## config.mk

```make
export PLATFORM = sky130hd
export DESIGN_NAME = fpgs_rule_mem
export DESIGN_NICKNAME = d
export VERILOG_FILES = /design/src/rtl/core/fuzzy_pid_gain_scheduler_defines.svh /design/src/rtl/core/fpgs_pkg.sv /design/src/rtl/core/fpgs_rule_mem.sv
export SDC_FILE = /design/constraint.sdc
export NUM_CORES = 1
export LEC_CHECK = 0
export BUFFER_PORTS_ARGS = -buffer_cell sky130_fd_sc_hd__buf_2
export CORE_UTILIZATION = 61
export CTS_CLUSTER_DIAMETER = 200
export DETAILED_ROUTE_END_ITERATION = 6
export PLACE_DENSITY_LB_ADDON = 0.1
export SLEW_MARGIN = 10
export SYNTH_ARGS = -nofsm -noshare
export SYNTH_HDL_FRONTEND = slang
export SYNTH_SLANG_ARGS = --single-unit
```

## constraint.sdc

```tcl
create_clock -name clk -period 2.65 [get_ports clk]
set_input_delay 0.53 -clock clk [delete_from_list [all_inputs] [get_ports clk]]
set_output_delay 0.53 -clock clk [all_outputs]
set_load 0.02 [all_outputs]
```

## src/rtl/core/fuzzy_pid_gain_scheduler_defines.svh

```systemverilog
// Assertion macros shared by the fuzzy PID gain scheduler RTL.
`ifndef FUZZY_PID_GAIN_SCHEDULER_DEFINES_SVH
`define FUZZY_PID_GAIN_SCHEDULER_DEFINES_SVH

// Same-cycle implication, disabled while reset is asserted.
`define FPGS_ASSERT_IMP(lbl, clk_s, rst_s, ante, cons, msg) \
	lbl: assert property (@(posedge clk_s) disable iff (!rst_s) (ante) |-> (cons)) \
		else $error(msg);

// Next-cycle implication, disabled while reset is asserted.
`define FPGS_ASSERT_NXT(lbl, clk_s, rst_s, ante, cons, msg) \
	lbl: assert property (@(posedge clk_s) disable iff (!rst_s) (ante) |=> (cons)) \
		else $error(msg);

`endif

```

## src/rtl/core/fpgs_pkg.sv

```systemverilog
// ----------------------------------------------------------------------------
// fpgs_pkg
// Types, codes and helper functions for the fuzzy PID gain scheduler.
// ----------------------------------------------------------------------------
`default_nettype none

package fpgs_pkg;

	localparam int LEVELS     = 7;
	localparam int TABLE_SIZE = LEVELS * LEVELS;
	localparam int STORE_SIZE = 3 * TABLE_SIZE;
	localparam int ADDR_W     = 8;
	localparam int MUL_B_W    = 17;

	localparam logic OP_LOAD   = 1'b0;
	localparam logic OP_SAMPLE = 1'b1;

	localparam logic [2:0] REG_MAX_SPEED   = 3'd0;
	localparam logic [2:0] REG_ERROR_SCALE = 3'd1;
	localparam logic [2:0] REG_RATE_SCALE  = 3'd2;
	localparam logic [2:0] REG_KP_SCALE    = 3'd3;
	localparam logic [2:0] REG_KI_SCALE    = 3'd4;
	localparam logic [2:0] REG_KD_SCALE    = 3'd5;

	localparam logic [1:0] TBL_KP = 2'd0;
	localparam logic [1:0] TBL_KI = 2'd1;
	localparam logic [1:0] TBL_KD = 2'd2;

	typedef enum logic [3:0] {
		ST_IDLE,
		ST_ERR,
		ST_PE,
		ST_PC,
		ST_GAP,
		ST_WGT,
		ST_RD,
		ST_TERM,
		ST_ACC,
		ST_LO,
		ST_HI,
		ST_FIN,
		ST_OUT
	} state_t;

	typedef enum logic [2:0] {
		D_NONE,
		D_PE,
		D_PC,
		D_WGT,
		D_TERM,
		D_LO,
		D_HI
	} dest_t;

	typedef struct packed {
		logic signed [3:0] lvl;
		logic [8:0]        wl;
		logic [8:0]        wr;
	} fuzz_t;

	function automatic logic [ADDR_W-1:0] rule_addr(input logic [1:0] t,
		input logic [2:0] row, input logic [2:0] col);
		rule_addr = ADDR_W'(t) * ADDR_W'(TABLE_SIZE) + ADDR_W'(row) * ADDR_W'(LEVELS)
			+ ADDR_W'(col);
	endfunction

	// Left level and the two linear weights for a Q8.8 position.
	function automatic fuzz_t fuzzify(input logic signed [11:0] p);
		fuzz_t             f;
		logic signed [11:0] np;
		logic signed [3:0]  l;
		logic signed [12:0] t;
		np = -p;
		if (p > 12'sd768) begin
			l = 4'sd3;
		end else if (p < -12'sd768) begin
			l = -4'sd4;
		end else if (p > 12'sd0) begin
			l = $signed({1'b0, p[10:8]});
		end else begin
			l = -$signed({1'b0, np[10:8]}) - 4'sd1;
		end
		f.lvl = l;
		if (l == -4'sd4) begin
			f.wl = 9'd0;
		end else if (l == 4'sd3) begin
			f.wl = 9'd256;
		end else begin
			t = 13'($signed({l + 4'sd1, 8'h00})) - 13'(p);
			f.wl = t[8:0];
		end
		if (l == 4'sd3) begin
			f.wr = 9'd0;
		end else if (l == -4'sd4) begin
			f.wr = 9'd256;
		end else begin
			t = 13'(p) - 13'($signed({l, 8'h00}));
			f.wr = t[8:0];
		end
		return f;
	endfunction

endpackage

`default_nettype wire

```

## src/rtl/core/fpgs_rule_mem.sv

```systemverilog
// ----------------------------------------------------------------------------
// fpgs_rule_mem
// Rule store for the three 7x7 tables, one write and one registered read.
// ----------------------------------------------------------------------------
`default_nettype none

module fpgs_rule_mem import fpgs_pkg::*; #(
	parameter int RULE_WIDTH = 8
) (
	input  wire                    clk,
	input  wire                    we,
	input  wire [ADDR_W-1:0]       waddr,
	input  wire [RULE_WIDTH-1:0]   wdata,
	input  wire [ADDR_W-1:0]       raddr,
	output logic [RULE_WIDTH-1:0]  rdata
);

	logic [RULE_WIDTH-1:0] rule_mem [STORE_SIZE];

	always_ff @(posedge clk) begin
		if (we) begin
			rule_mem[waddr] <= wdata;
		end
	end

	always_ff @(posedge clk) begin
		rdata <= rule_mem[raddr];
	end

endmodule

`default_nettype wire

```

-- Word level (Yosys, flattened, before mapping)
Memories as Yosys holds them, arrays and structs flattened. A register that Yosys moved wholly into a read port is not among the register bits.
Index checks and enable logic that the tools add are counted.
- memories kept: 1
- word-level logic and storage cells: 3
- RAM bits: 1176
- input port bits: 26
- flip-flop bits (word level): 0
- output and inout bits: 8
- mux-type cells: 2
- memory list (name ; words ; bits a word ; read ports ; clocked after memory_dff ; write ports ; line ; RTL):
    rule_mem ; 147 ; 8 ; 1 ; 1 ; 1 ; fpgs_rule_mem.sv:18 ; logic [RULE_WIDTH-1:0] rule_mem [STORE_SIZE];
- operators by type and width (kind ; number):
    $mux 1 ; 2

-- Depth between registers and ports, before layout
- depth after elaboration: 2
- gate-level depth with buffers: 12
- mapped depth without buffers: 6

-- Worst setup path after synthesis
OpenSTA, ideal clock, no wires.
- path type: input-to-reg
- start point: in raddr[0]
- end point: reg rdata[1] (read register of rule_mem)
- setup slack: 0.263 ns
- cell stages on the path: 6
- data required time: 2.520 ns
- buffers on the path: 2
- setup time: 0.130 ns
- data arrival time: 2.257 ns
- cell sequence: buf_6 > buf_6 > mux4_1 > mux4_2 > a2111oi_0 > a21oi_1
- RTL lines (element ; line ; RTL):
    start, declared ; fpgs_rule_mem.sv:14 ; input wire [ADDR_W-1:0] raddr,
    end, declared ; fpgs_rule_mem.sv:15 ; output logic [RULE_WIDTH-1:0] rdata

==> out/metrics.cfg <==
[floorplanning]
fp.dieArea_um2=77760
std_cell_rows=101
die_h_um=278.9
io-pin-count=34
initial_core_util_pct=61.56
floorplan.die.width_um=278.9
fp.coreArea_um2=75950

[critical_path]
startpoint_type=input port
required_time_reported_for_the_critical_path_endpoint_ns=3.24
ff2ff_path_depth=5
crit_type=input port to flip-flop
crit_path_max_fanout=28
worst_setup_path_end_kind=flip-flop
cp.arrival_ns=3.10

[yosys]
postSynthRegisterBits=1184
synth-seq-area-share_pct=75.87
yosysWarnings=0
synthArstFlopShare_pct=0
syn_area_um2=46750
unique_cell_type_count_in_the_yosys_netlist=41
syn-num-nets=2473
netlist_instances=2447
dominantRegCellSynth=edfxtp_1
synth_enable_flop_cells=1176
synthesis.area_per_instance_um2=19.11

[cts]
clkSlewWorstSetupHoldPaths_ns=0.06
numCtsBuffers=114
hold_buffers=0
cts.htree.levels=3
cts_tree=built
clock_tree.buffer_depth=3
clk-insertion-delay-late_ns=0.67
clock_tree_sinks=1184
clock_tree.root_cell=clkbuf_16

[drt]
drt_pass1_iterations=5
route.detailed.wl_per_inst_um=29.11
drc_errors=0
routed_wirelength_um=115400
postRouteAntennaNets=0
routed-via-count=25290
detail_route.iter0.violations=3094
vias_per_cell=6.376

[pwr]
power_mw=38.95
vdd_drop_max_v=0.0006223
powerDensity_nw_per_um2=714.5
p_leak_nw=18.64

[timing]
max_freq_mhz=398.8
rsz0062_at_grt=false
finalHoldViolations=0
postLayoutSetupSlackWorst_ns=0.1424
worst_setup_skew_after_layout_ns=0.01425
worst_slew_pin_slew_ns=0.7413
worst_slack_on_hold_paths_ns=0.1697
timing.max_slew.rel_slack_pct=50.46
finalWorstPathRequiredPeriod_ns=2.508
share_of_the_clock_period_used_by_the_worst_path_after_layout_pct=94.63
finalSetupViolations=0
finalSetupTns_ns=0
final_max_slew_viol_count=0

[worst_hold_path]
holdPathStages=1
hold_path.class=input port to flip-flop

[final_layout]
finish.instance_area_um2=54520
drive_gt1_share_pct=25.26
syn2layout_area_growth_pct=16.60
nets_finish=2869

[global_routing]
number_of_antenna_violations_at_the_first_check_in_global_routing=8
maximum_number_of_pins_on_one_net_before_global_route_repair=64
first_global_vias=25240
grt_pass1_wl_um=168600
grt_usage_pct=30.18
overflow_left_after_global_routing=0

[placement]
place_worst_setup_slack_ns=-0.6125
post-dp-hpwl_um=77410
gp_routability_congestion=0.9054
port_buffers=33
placedInstanceArea_um2=50810

[outcome]
run_status=finished, final reports clean

[job]
cap_violations=0

registers in the layout, indices dropped and copies added (netlist names):
signal / flops
rule_mem: 1176
rdata: 8
metal layers:
| metal | track usage, % | vias up | routed length (µm) |
|---|---|---|---|
| li1 | - | 10790 | - |
| met1 | 43.08 | 13010 | 46200 |
| met2 | 47.82 | 1281 | 55240 |
| met3 | 5.431 | 203 | 10490 |
| met4 | 9.932 | 8 | 3444 |
| met5 | 0 | - | 57 |
synth_stat cells, types with 13 or more instances:
cell,number,area [µm²]
a211oi_1,15,112.6
a21oi_1,72,360.4
a22oi_1,132,991.0
buf_2,18,90.09
buf_6,32,360.4
clkbuf_1,64,240.2
edfxtp_1,1176,35310
mux2i_1,348,3483
mux4_2,132,2973
nand2_1,43,161.4
nand3_1,23,115.1
nor2_1,158,593.1
nor2b_1,27,168.9
o211ai_1,18,135.1
o21ai_0,18,90.09
o22ai_1,13,81.33
o41ai_1,16,140.1
path summary, 6_finish.rpt:
check,startpoint,endpoint,slack (ns)
max reg2reg,rule_mem[53][1],rdata[1],0.23
max,raddr[0],rdata[5],0.14
min,wdata[5],rule_mem[11][5],0.17
min reg2reg,rule_mem[146][0],rdata[0],0.86
cells by family (layout without fill, tap and decap cells):
family / count (synthesis) / in the layout / synth area share (%)
AOI/OAI and AO/OA: 323 / 323 / 4.806
and+or+nand+nor: 293 / 293 / 2.767
other: 0 / 2 / 0
buffers and inverters: 151 / 638 / 2.165
muxes: 496 / 496 / 14.39
DFF: 1184 / 1184 / 75.87
cells in the final DEF, fill, tap and decap left out, types with 10 or more instances in the layout:
cell       synthesis  routed
a2111oi_0         11      11
a211oi_1          15      15
a21oi_1           72      72
a22oi_1          132     132
buf_12             5      47
buf_2             18      22
buf_4             12     352
bufinv_16          0      12
clkbuf_1          64      24
clkbuf_16          0     117
clkinv_1           0      21
clkinv_2           0      21
edfxtp_1        1176    1176
mux2_2            10      10
mux2i_1          348     348
mux4_2           132     132
nand2_1           43      43
nand3_1           23      22
nor2_1           158     156
nor2b_1           27      25
nor3_1            12      12
o211ai_1          18      18
o21ai_0           18      18
o22ai_1           13      13
o41ai_1           16      16
through the flow:
| step | util (%) | instances |
|---|---|---|
| after floorplan | - | 2447 |
| after global placement | 66.90 | 3757 |
| after detailed placement | 66.90 | 3757 |
| after CTS | 71.76 | 3964 |
| after global routing | 71.78 | 3965 |
| final | 71.78 | 3966 |
what timing repair did:
action,4_1_cts,5_1_grt
setup endpoints to repair,0,4
hold endpoints to repair,0,0
buffers inserted,0,0
gates resized for setup,0,3
worst max-delay path: stages:
cell and delay, ns:
buf_8 0.32, buf_4 0.23, buf_4 0.18, buf_4 0.22, mux4_2 0.26, mux2i_1 0.07, mux2_2 0.32, o211ai_1 0.49
nand3_2 0.24, a21oi_1 0.20
area by class of cell:
class	count	area (µm²)
Sequential cell	1184	35470
Fill cell	4658	21430
Multi-Input combinational cell	1112	10300
Timing Repair Buffer	424	3731
Clock buffer	147	3100
Tap cell	1030	1289
Clock inverter	60	591.8
Inverter	7	26.28
Antenna cell	2	5.005
where the power goes:
group	switching, mW	internal (mW)
clock	6.71	9.35
combinational	1.36	0.856
sequential	0.0353	20.6
(Power assumes the default switching activity.)
