`src/rtl/core/fuzzy_pid_gain_scheduler_defines.svh`:
```
// Assertion macros shared by the fuzzy PID gain scheduler RTL.
`ifndef FUZZY_PID_GAIN_SCHEDULER_DEFINES_SVH
`define FUZZY_PID_GAIN_SCHEDULER_DEFINES_SVH

// Same-cycle implication, disabled while reset is asserted.
`define FPGS_ASSERT_IMP(lbl, clk_s, rst_s, ante, cons, msg) \
	lbl: assert property (@(posedge clk_s) disable iff (!rst_s) (ante) |-> (cons)) \
		else $error(msg);

// Next-cycle implication, disabled while reset is asserted.
`define FPGS_ASSERT_NXT(lbl, clk_s, rst_s, ante, cons, msg) \
	lbl: assert property (@(posedge clk_s) disable iff (!rst_s) (ante) |=> (cons)) \
		else $error(msg);

`endif

```
`src/rtl/core/fpgs_pkg.sv`:
```
// ----------------------------------------------------------------------------
// fpgs_pkg
// Types, codes and helper functions for the fuzzy PID gain scheduler.
// ----------------------------------------------------------------------------
`default_nettype none

package fpgs_pkg;

	localparam int LEVELS     = 7;
	localparam int TABLE_SIZE = LEVELS * LEVELS;
	localparam int STORE_SIZE = 3 * TABLE_SIZE;
	localparam int ADDR_W     = 8;
	localparam int MUL_B_W    = 17;

	localparam logic OP_LOAD   = 1'b0;
	localparam logic OP_SAMPLE = 1'b1;

	localparam logic [2:0] REG_MAX_SPEED   = 3'd0;
	localparam logic [2:0] REG_ERROR_SCALE = 3'd1;
	localparam logic [2:0] REG_RATE_SCALE  = 3'd2;
	localparam logic [2:0] REG_KP_SCALE    = 3'd3;
	localparam logic [2:0] REG_KI_SCALE    = 3'd4;
	localparam logic [2:0] REG_KD_SCALE    = 3'd5;

	localparam logic [1:0] TBL_KP = 2'd0;
	localparam logic [1:0] TBL_KI = 2'd1;
	localparam logic [1:0] TBL_KD = 2'd2;

	typedef enum logic [3:0] {
		ST_IDLE,
		ST_ERR,
		ST_PE,
		ST_PC,
		ST_GAP,
		ST_WGT,
		ST_RD,
		ST_TERM,
		ST_ACC,
		ST_LO,
		ST_HI,
		ST_FIN,
		ST_OUT
	} state_t;

	typedef enum logic [2:0] {
		D_NONE,
		D_PE,
		D_PC,
		D_WGT,
		D_TERM,
		D_LO,
		D_HI
	} dest_t;

	typedef struct packed {
		logic signed [3:0] lvl;
		logic [8:0]        wl;
		logic [8:0]        wr;
	} fuzz_t;

	function automatic logic [ADDR_W-1:0] rule_addr(input logic [1:0] t,
		input logic [2:0] row, input logic [2:0] col);
		rule_addr = ADDR_W'(t) * ADDR_W'(TABLE_SIZE) + ADDR_W'(row) * ADDR_W'(LEVELS)
			+ ADDR_W'(col);
	endfunction

	// Left level and the two linear weights for a Q8.8 position.
	function automatic fuzz_t fuzzify(input logic signed [11:0] p);
		fuzz_t             f;
		logic signed [11:0] np;
		logic signed [3:0]  l;
		logic signed [12:0] t;
		np = -p;
		if (p > 12'sd768) begin
			l = 4'sd3;
		end else if (p < -12'sd768) begin
			l = -4'sd4;
		end else if (p > 12'sd0) begin
			l = $signed({1'b0, p[10:8]});
		end else begin
			l = -$signed({1'b0, np[10:8]}) - 4'sd1;
		end
		f.lvl = l;
		if (l == -4'sd4) begin
			f.wl = 9'd0;
		end else if (l == 4'sd3) begin
			f.wl = 9'd256;
		end else begin
			t = 13'($signed({l + 4'sd1, 8'h00})) - 13'(p);
			f.wl = t[8:0];
		end
		if (l == 4'sd3) begin
			f.wr = 9'd0;
		end else if (l == -4'sd4) begin
			f.wr = 9'd256;
		end else begin
			t = 13'(p) - 13'($signed({l, 8'h00}));
			f.wr = t[8:0];
		end
		return f;
	endfunction

endpackage

`default_nettype wire

```
`src/rtl/core/fpgs_mul.sv`:
```
// ----------------------------------------------------------------------------
// fpgs_mul
// Shared signed multiplier with a registered product.
// ----------------------------------------------------------------------------
`default_nettype none

module fpgs_mul import fpgs_pkg::*; #(
	parameter int A_W = 18
) (
	input  wire                              clk,
	input  wire logic signed [A_W-1:0]       a,
	input  wire logic signed [MUL_B_W-1:0]   b,
	output logic signed [A_W+MUL_B_W-1:0]    p
);

	always_ff @(posedge clk) begin
		p <= (A_W+MUL_B_W)'(a) * (A_W+MUL_B_W)'(b);
	end

endmodule

`default_nettype wire

```
`config.mk`:
```
export PLATFORM = sky130hd
export DESIGN_NAME = fpgs_mul
export DESIGN_NICKNAME = d
export VERILOG_FILES = /design/src/rtl/core/fuzzy_pid_gain_scheduler_defines.svh /design/src/rtl/core/fpgs_pkg.sv /design/src/rtl/core/fpgs_mul.sv
export SDC_FILE = /design/constraint.sdc
export NUM_CORES = 1
export LEC_CHECK = 0
export BUFFER_PORTS_ARGS = -buffer_cell sky130_fd_sc_hd__clkbuf_2
export CELL_PAD_IN_SITES_DETAIL_PLACEMENT = 0
export CELL_PAD_IN_SITES_GLOBAL_PLACEMENT = 1
export CORE_MARGIN = 2
export CORE_UTILIZATION = 45
export DETAILED_ROUTE_END_ITERATION = 12
export PLACE_DENSITY = 0.86
export SYNTH_ARGS = -nofsm -noshare
export SYNTH_HDL_FRONTEND = slang
export SYNTH_SLANG_ARGS = --single-unit
```
`constraint.sdc`:
```
create_clock -name clk -period 5.6 [get_ports clk]
set_input_delay 0.28 -clock clk [delete_from_list [all_inputs] [get_ports clk]]
set_output_delay 0.28 -clock clk [all_outputs]
set_load 0.01 [all_outputs]
```
Yosys cells after proc, flatten, opt, wreduce, memory -nomap -nowiden
Cells that the tools add are included.
Word-level totals
  flip-flop bits (word level): 35
  output and inout bits: 35
  logic and storage cells: 2
Cells by class
  multiply operators: 1
Operators by type and width (count)
  multiplier 18 x 17 -> 35 bit: 1

Longest topological paths before layout
Gate-level depths: netlist of the first run.
  depth after elaboration: 1
  mapped depth: 23
  mapped depth without buffers: 21

Least setup slack after synthesis of the first run
No wires, ideal clock.
  path type: input to register
  start: in b[8]
  end: reg p[34]
  library setup time: 0.123 ns
  arrival: 5.645 ns
  data required time: 5.477 ns
  path slack: -0.168 ns
  stages: 22
  cell sequence: clkbuf_1 clkbuf_1 nand2_1 fa_1 inv_1 fa_1 inv_1 fa_1 inv_1 fa_1 fa_1 inv_1 fa_1 inv_1 ha_1 and2_1 a221oi_2 a21oi_1 a2bb2oi_1 nand3_1 a221oi_2 xnor2_1
Between the ends
  longest elaborated chain between the ends: 1
RTL lines
  from (decl): line fpgs_mul.sv:12  | input wire logic signed [MUL_B_W-1:0] b,
  multiplier 18 x 17 -> 35 bit: line fpgs_mul.sv:17  | p <= (A_W+MUL_B_W)'(a) * (A_W+MUL_B_W)'(b);
  to (signal assigned): line fpgs_mul.sv:17
  to (decl): line fpgs_mul.sv:13  | output logic signed [A_W+MUL_B_W-1:0] p
Every way passes these cells.

Worst setup path after layout of the first run
  start: in a[17]
  end: reg p[31]
Between the ends
  longest elaborated chain between the ends: 1
RTL lines
  from (decl): line fpgs_mul.sv:11  | input wire logic signed [A_W-1:0] a,
  multiplier 18 x 17 -> 35 bit: line fpgs_mul.sv:17
Every way passes these cells.

==> flow_summary.json, run 1 <==
{
  "synth-edff-count": 0,
  "dieArea_um2": 28600,
  "drt-wirelength-per-cell_um": 15.2,
  "critPathCaptureType": "flip-flop",
  "synth_top_area_cell": "fa_1",
  "worst_path_dominant_cell_family": "adder cells",
  "num_rows": 60,
  "multi_input_area_um2": 10300,
  "timing.critical_path.slowest_cell_delay_ps": 630,
  "critPathKind": "in2reg",
  "cp_data_arrival_time_ps": 5650,
  "post_synthesis_cell_type_count": 54,
  "final_critical_path_share_of_the_clock_period_pct": 97.6,
  "synth.net_count": 1724,
  "cts-root-buf": "clkbuf_16",
  "core-area_um2": 26900,
  "drv_cap": 0,
  "number_of_vias_in_the_routed_layout": 9028,
  "floorplan.die.width_um": 169,
  "layout-drive-gt1-share_pct": 18.1,
  "preCtsSetupSlack_ps": -271,
  "grt_pass1_vias": 10000,
  "grt_pass1_wl_um": 47200,
  "grt_antenna_before_repair": 0,
  "cts.sinks": 35,
  "cts_inserted_buffers": 5,
  "final_area_um2": 14300,
  "place.detailed.hpwl_um": 25100,
  "num-nets-final": 1910,
  "cp_data_required_time_ps": 5780,
  "area_contributors_post_synth": "fa_1 (51%), inv_1 (9.5%), ha_1 (8.9%)",
  "gr-usage-all-layers_pct": 20.6,
  "globalRoute.totalOverflow": 0,
  "registers.top_by_ff_count": "p",
  "yosysSeqAreaShare_pct": 5.72,
  "synth.ff_latch_count": 35,
  "cp_cell_sequence": "clkbuf_4, buf_4, and2_1, inv_1, fa_1, inv_1, fa_2, fa_1, fa_1, fa_1, inv_1, fa_1, inv_1, ha_4, inv_1, or4_1, o31a_2, o211ai_1, a31o_1, a21oi_2, xnor2_1",
  "slew_headroom_pct": 69.7,
  "nFillCells": 2469,
  "timing.hold.worst_endpoint": "p[0]",
  "synthDominantCellAreaShare_pct": 50.8,
  "crit_buf_inv": 7,
  "synth_cells": 1290,
  "min-delay-start": "b[0]",
  "rsz0062_at_grt": "yes",
  "slowest_stage": "fa_2",
  "cts-htree-levels": 2,
  "largest_register_ffs": 35,
  "maximum_clock_frequency_mhz": 183,
  "io_buffer_count": 70,
  "tritoncts": "yes",
  "reg.largest.list": "p (35)",
  "synthArstFlopShare_pct": 0,
  "place.gp.congestion": 0.866,
  "cts.path.max_buffers": 2,
  "post_drt_via_cell_ratio": 4.97,
  "start_kind": "input pin",
  "detail_route.first_pass.iterations": 6,
  "ant_nets": 0,
  "worst_hold_path.num_cells": 2,
  "final-hold-violation-count": 0,
  "timing.final.setup_violations": 0,
  "worst_slack_ps": 136,
  "worst_hold_slack_ps": 520,
  "worstMarginPinSlew_ps": 452,
  "status": "completed",
  "syn2layout_area_growth_pct": 16.7,
  "detail_route.drc_violations": 0,
  "clk_pin_slew_worst_paths_ps": 60,
  "syn_area_per_cell_um2": 9.50,
  "final.min_clock_period_ps": 5460,
  "top_level_ports": 71,
  "final_max_slew_viol_count": 0,
  "synth_top_flop_cell": "dfxtp_1",
  "dpl-instance-area_um2": 14000,
  "critPathMaxFanout": 6,
  "layout.area.seq_um2": 701,
  "maximum_number_of_pins_on_one_net_before_global_route_repair": 19,
  "postCtsHoldBufs": 0,
  "antenna_cells_inserted": 0,
  "yosysWarnings": 0,
  "finalWirelength_um": 27600,
  "detail_route.iter0.violations": 407,
  "start_util_pct": 45.6,
  "die_height_um": 169,
  "synth.cell_area_um2": 12300,
  "holdCritPathClass": "in2reg"
}
==> how the worst max path moves through the flow <==
stage          startpoint    end  slack, ps  depth (start not counted)
2_1_floorplan        b[8]  p[34]         -3                         22
3_3_place_gp         b[2]  p[34]       -180                         22
3_5_place_dp         b[2]  p[31]       -270                         19
4_1_cts              b[2]  p[31]         20                         19
5_1_grt             a[17]  p[34]        -30                         20
6_report            a[17]  p[31]        140                         21
==> per-stage QoR <==
| stage | TNS, ps | cells | utilization, % |
|---|---|---|---|
| floorplan | -3.34 | 1290 | - |
| global placement | -1040 | 1807 | 52.1 |
| detailed placement | -1710 | 1807 | 52.1 |
| CTS | 0 | 1815 | 52.7 |
| global route | -67.0 | 1818 | 53.2 |
| finish | 0 | 1818 | 53.2 |
==> logic make-up after synthesis <==
logic type / Yosys count / share of synthesized area (%)
AOI/OAI and AO/OA: 98 / 5.59
xor gates and xnor gates: 38 / 2.72
and+or+nand+nor: 365 / 15.1
buffers and inverters: 356 / 11.2
adders and majority gates: 398 / 59.7
DFF: 35 / 5.72
==> what timing repair did <==
item                       CTS  global route
resized for setup            0            39
setup endpoints to repair    0            13
setup buffers                0             3
==> placed cells by master (no fill, tap or decap), drive strengths merged, types with 2 or more instances in the layout <==
| master | netlist | routed |
|---|---|---|
| a21boi | 2 | 2 |
| nand3 | 9 | 9 |
| ha | 87 | 87 |
| nand2b | 7 | 7 |
| clkbuf | 43 | 72 |
| a21o | 12 | 12 |
| inv | 310 | 311 |
| a21oi | 25 | 25 |
| nor2 | 30 | 30 |
| fa | 311 | 311 |
| o31ai | 3 | 3 |
| o2111ai | 2 | 2 |
| xor2 | 6 | 6 |
| o21bai | 4 | 4 |
| o211ai | 6 | 6 |
| a31oi | 2 | 2 |
| a31o | 4 | 4 |
| or2 | 3 | 3 |
| buf | 3 | 159 |
| a211oi | 4 | 4 |
| a221oi | 2 | 2 |
| o21ai | 18 | 18 |
| and3 | 5 | 5 |
| nand2 | 140 | 140 |
| dfxtp | 35 | 35 |
| o21a | 6 | 6 |
| and2 | 160 | 160 |
| nand4 | 2 | 2 |
| xnor2 | 32 | 32 |
| nor3 | 3 | 3 |
==> cell type report <==
| type | instances | share of cell area, % |
|---|---|---|
| clock buffer | 6 | 0.971 |
| clock inverter | 2 | 0.271 |
| timing repair buffer | 225 | 10.9 |
| tap | 341 | 2.98 |
| inverter | 310 | 8.14 |
| multi-input combinational | 899 | 71.8 |
| sequential | 35 | 4.90 |
==> per-layer routing <==
layer | GRT usage (%) | wire length (um) | vias up
li1 | - | - | 4155
met1 | 26.0 | 10900 | 4642
met2 | 38.0 | 15100 | 188
met3 | 2.20 | 919 | 43
met4 | 4.76 | 628 | 0
met5 | 0 | 0 | -
==> cell usage after synthesis (2+ instances only) <==
master,n
a31o_2,2
nor3_1,3
nor2_1,30
a21oi_1,24
and3_1,4
clkbuf_1,41
ha_1,87
o2111ai_1,2
xor2_1,6
nand3_1,9
nand4_1,2
dfxtp_1,35
or2_2,3
a211oi_1,4
o211ai_1,6
o21bai_1,4
inv_1,310
a21boi_0,2
nand2b_1,7
a21o_2,2
a21o_1,10
fa_1,311
nand2_1,140
a221oi_2,2
o21a_1,6
o31ai_1,2
a31oi_1,2
o21ai_0,18
and2_1,159
a31o_1,2
xnor2_1,32
Power of run 1 is left out: the tool's default activity adds up to more than one toggle a clock period on the data nets, which glitch-free logic cannot reach.
==> run 2: changes to the inputs <==
RECOVER_POWER = 100   (was unset)
==> run 2 against run 1 <==
  * Critical path depth is the same
  * Clock-buffer cell count stayed put
  * Die area stayed put
  * Final cell count unchanged
  * Wire length about the same
  * Sequential share of layout area barely moved
  * Maximum frequency decreased by 0.11%
  * Critical endpoint unchanged
  * Largest cell class unchanged
==> flow_summary.json, run 2 (same netlist as run 1, synthesis figures left out) <==
{
  "cts_inserted_buffers": 5,
  "cts-htree-levels": 2,
  "critPathKind": "in2reg",
  "dieArea_um2": 28600,
  "gr-usage-all-layers_pct": 20.6,
  "critPathCaptureType": "flip-flop",
  "final-hold-violation-count": 0,
  "cts.path.max_buffers": 2,
  "largest_register_ffs": 35,
  "timing.final.setup_violations": 0,
  "post_drt_via_cell_ratio": 4.96,
  "final_common_cell": "inv_1",
  "start_kind": "input pin",
  "dpl-instance-area_um2": 14000,
  "maximum_number_of_pins_on_one_net_before_global_route_repair": 19,
  "antenna_cells_inserted": 0,
  "numPlacedInstances": 1807,
  "top_level_ports": 71,
  "final_area_um2": 14200,
  "core-area_um2": 26900,
  "final_critical_path_share_of_the_clock_period_pct": 97.7,
  "worstMarginPinSlew_ps": 599,
  "num-nets-final": 1910,
  "maximum_clock_frequency_mhz": 183,
  "timing.critical_path.slowest_cell_delay_ps": 630,
  "layout_common_cells": "inv_1 (310), fa_1 (307), and2_1 (155), buf_4 (146), nand2_1 (139)",
  "status": "completed",
  "min-delay-start": "b[0]",
  "drv_cap": 0,
  "number_of_vias_in_the_routed_layout": 9012,
  "floorplan.die.width_um": 169,
  "num_rows": 60,
  "worst_hold_path.num_cells": 2,
  "grt_pass1_vias": 10000,
  "cp_data_arrival_time_ps": 5650,
  "cp_data_required_time_ps": 5780,
  "reg.largest.list": "p (35)",
  "final.min_clock_period_ps": 5470,
  "globalRoute.totalOverflow": 0,
  "nFillCells": 2483,
  "m1WireLength_um": 10900,
  "rsz0062_at_grt": "yes",
  "syn2layout_area_growth_pct": 16.1,
  "tritoncts": "yes",
  "holdCritPathClass": "in2reg",
  "route.met3.wl_um": 930,
  "detail_route.iter0.violations": 418,
  "layout-drive-gt1-share_pct": 15.4,
  "dr_wl_met2_um": 15000,
  "cp_cell_sequence": "clkbuf_4, buf_4, and2_1, inv_1, fa_1, inv_1, fa_2, fa_1, fa_1, fa_1, inv_1, fa_1, inv_1, ha_4, inv_1, or4_1, o31a_2, o211ai_1, a31o_1, a21oi_2, xnor2_1",
  "finalWirelength_um": 27600,
  "drt-wirelength-per-cell_um": 15.2,
  "timing.hold.worst_endpoint": "p[0]",
  "critPathMaxFanout": 6,
  "registers.top_by_ff_count": "p",
  "io_buffer_count": 70,
  "postCtsHoldBufs": 0,
  "highest_layer": "met4",
  "final-instance-count-excl-fill": 1818,
  "slowest_stage": "fa_2",
  "die_height_um": 169,
  "detail_route.first_pass.iterations": 7,
  "clk_pin_slew_worst_paths_ps": 60,
  "detail_route.drc_violations": 0,
  "start_util_pct": 45.6,
  "cts.sinks": 35,
  "slew_headroom_pct": 59.7,
  "grt_pass1_wl_um": 47200,
  "cts-root-buf": "clkbuf_16",
  "place.gp.congestion": 0.866,
  "place.detailed.hpwl_um": 25100,
  "final_max_slew_viol_count": 0,
  "ant_nets": 0,
  "grt_antenna_before_repair": 0
}
==> run 2: metal layers <==
metal | vias up | track usage (%)
met4 | 0 | 4.76
met3 | 43 | 2.20
li1 | 4154 | -
met1 | 4642 | 26.0
met5 | - | 0
met2 | 173 | 38.0
==> run 2: worst max-delay path by stage <==
stage / to / slack [ps] / cells after the start / start
after floorplan: p[34] / -3 / 22 / b[8]
after global placement: p[34] / -180 / 22 / b[2]
after detailed placement: p[31] / -270 / 19 / b[2]
after CTS: p[31] / 20 / 19 / b[2]
after global routing: p[34] / -30 / 20 / a[17]
final: p[31] / 130 / 21 / a[17]
==> run 2: area by class of cell <==
| cell class | count | area, um^2 | area share [%] |
|---|---|---|---|
| multi-input combinational | 899 | 10300 | 72.1 |
| timing repair buffer | 225 | 1500 | 10.6 |
| inverter | 310 | 1160 | 8.18 |
| sequential | 35 | 701 | 4.92 |
| tap | 341 | 427 | 3.00 |
| clock buffer | 6 | 139 | 0.976 |
| clock inverter | 2 | 38.8 | 0.273 |
==> run 2: through the flow <==
step                      setup TNS, ps  util [%]  setup WS (ps)  hold slack (ps)
after global placement            -1040      52.1           -182              666
after global routing              -72.2      53.0          -25.3              533
after detailed placement          -1710      52.1           -271              666
final                                 0      53.0            130              524
after floorplan                   -3.34         -          -3.34              402
after CTS                             0      52.7           15.4              525
==> run 2: worst max-delay path, delay by kind of cell <==
kind / cells / cell delay [ps]
xor+xnor: 1 / 120
compound gates: 4 / 580
simple gates: 2 / 690
buf+inv: 7 / 610
fa+ha+maj: 7 / 3380
==> run 2: timing repair <==
action / CTS / global route
buffers inserted: 0 / 3
setup endpoints to repair: 0 / 13
gates resized for setup: 0 / 39
Power of run 2 is left out for the same reason.
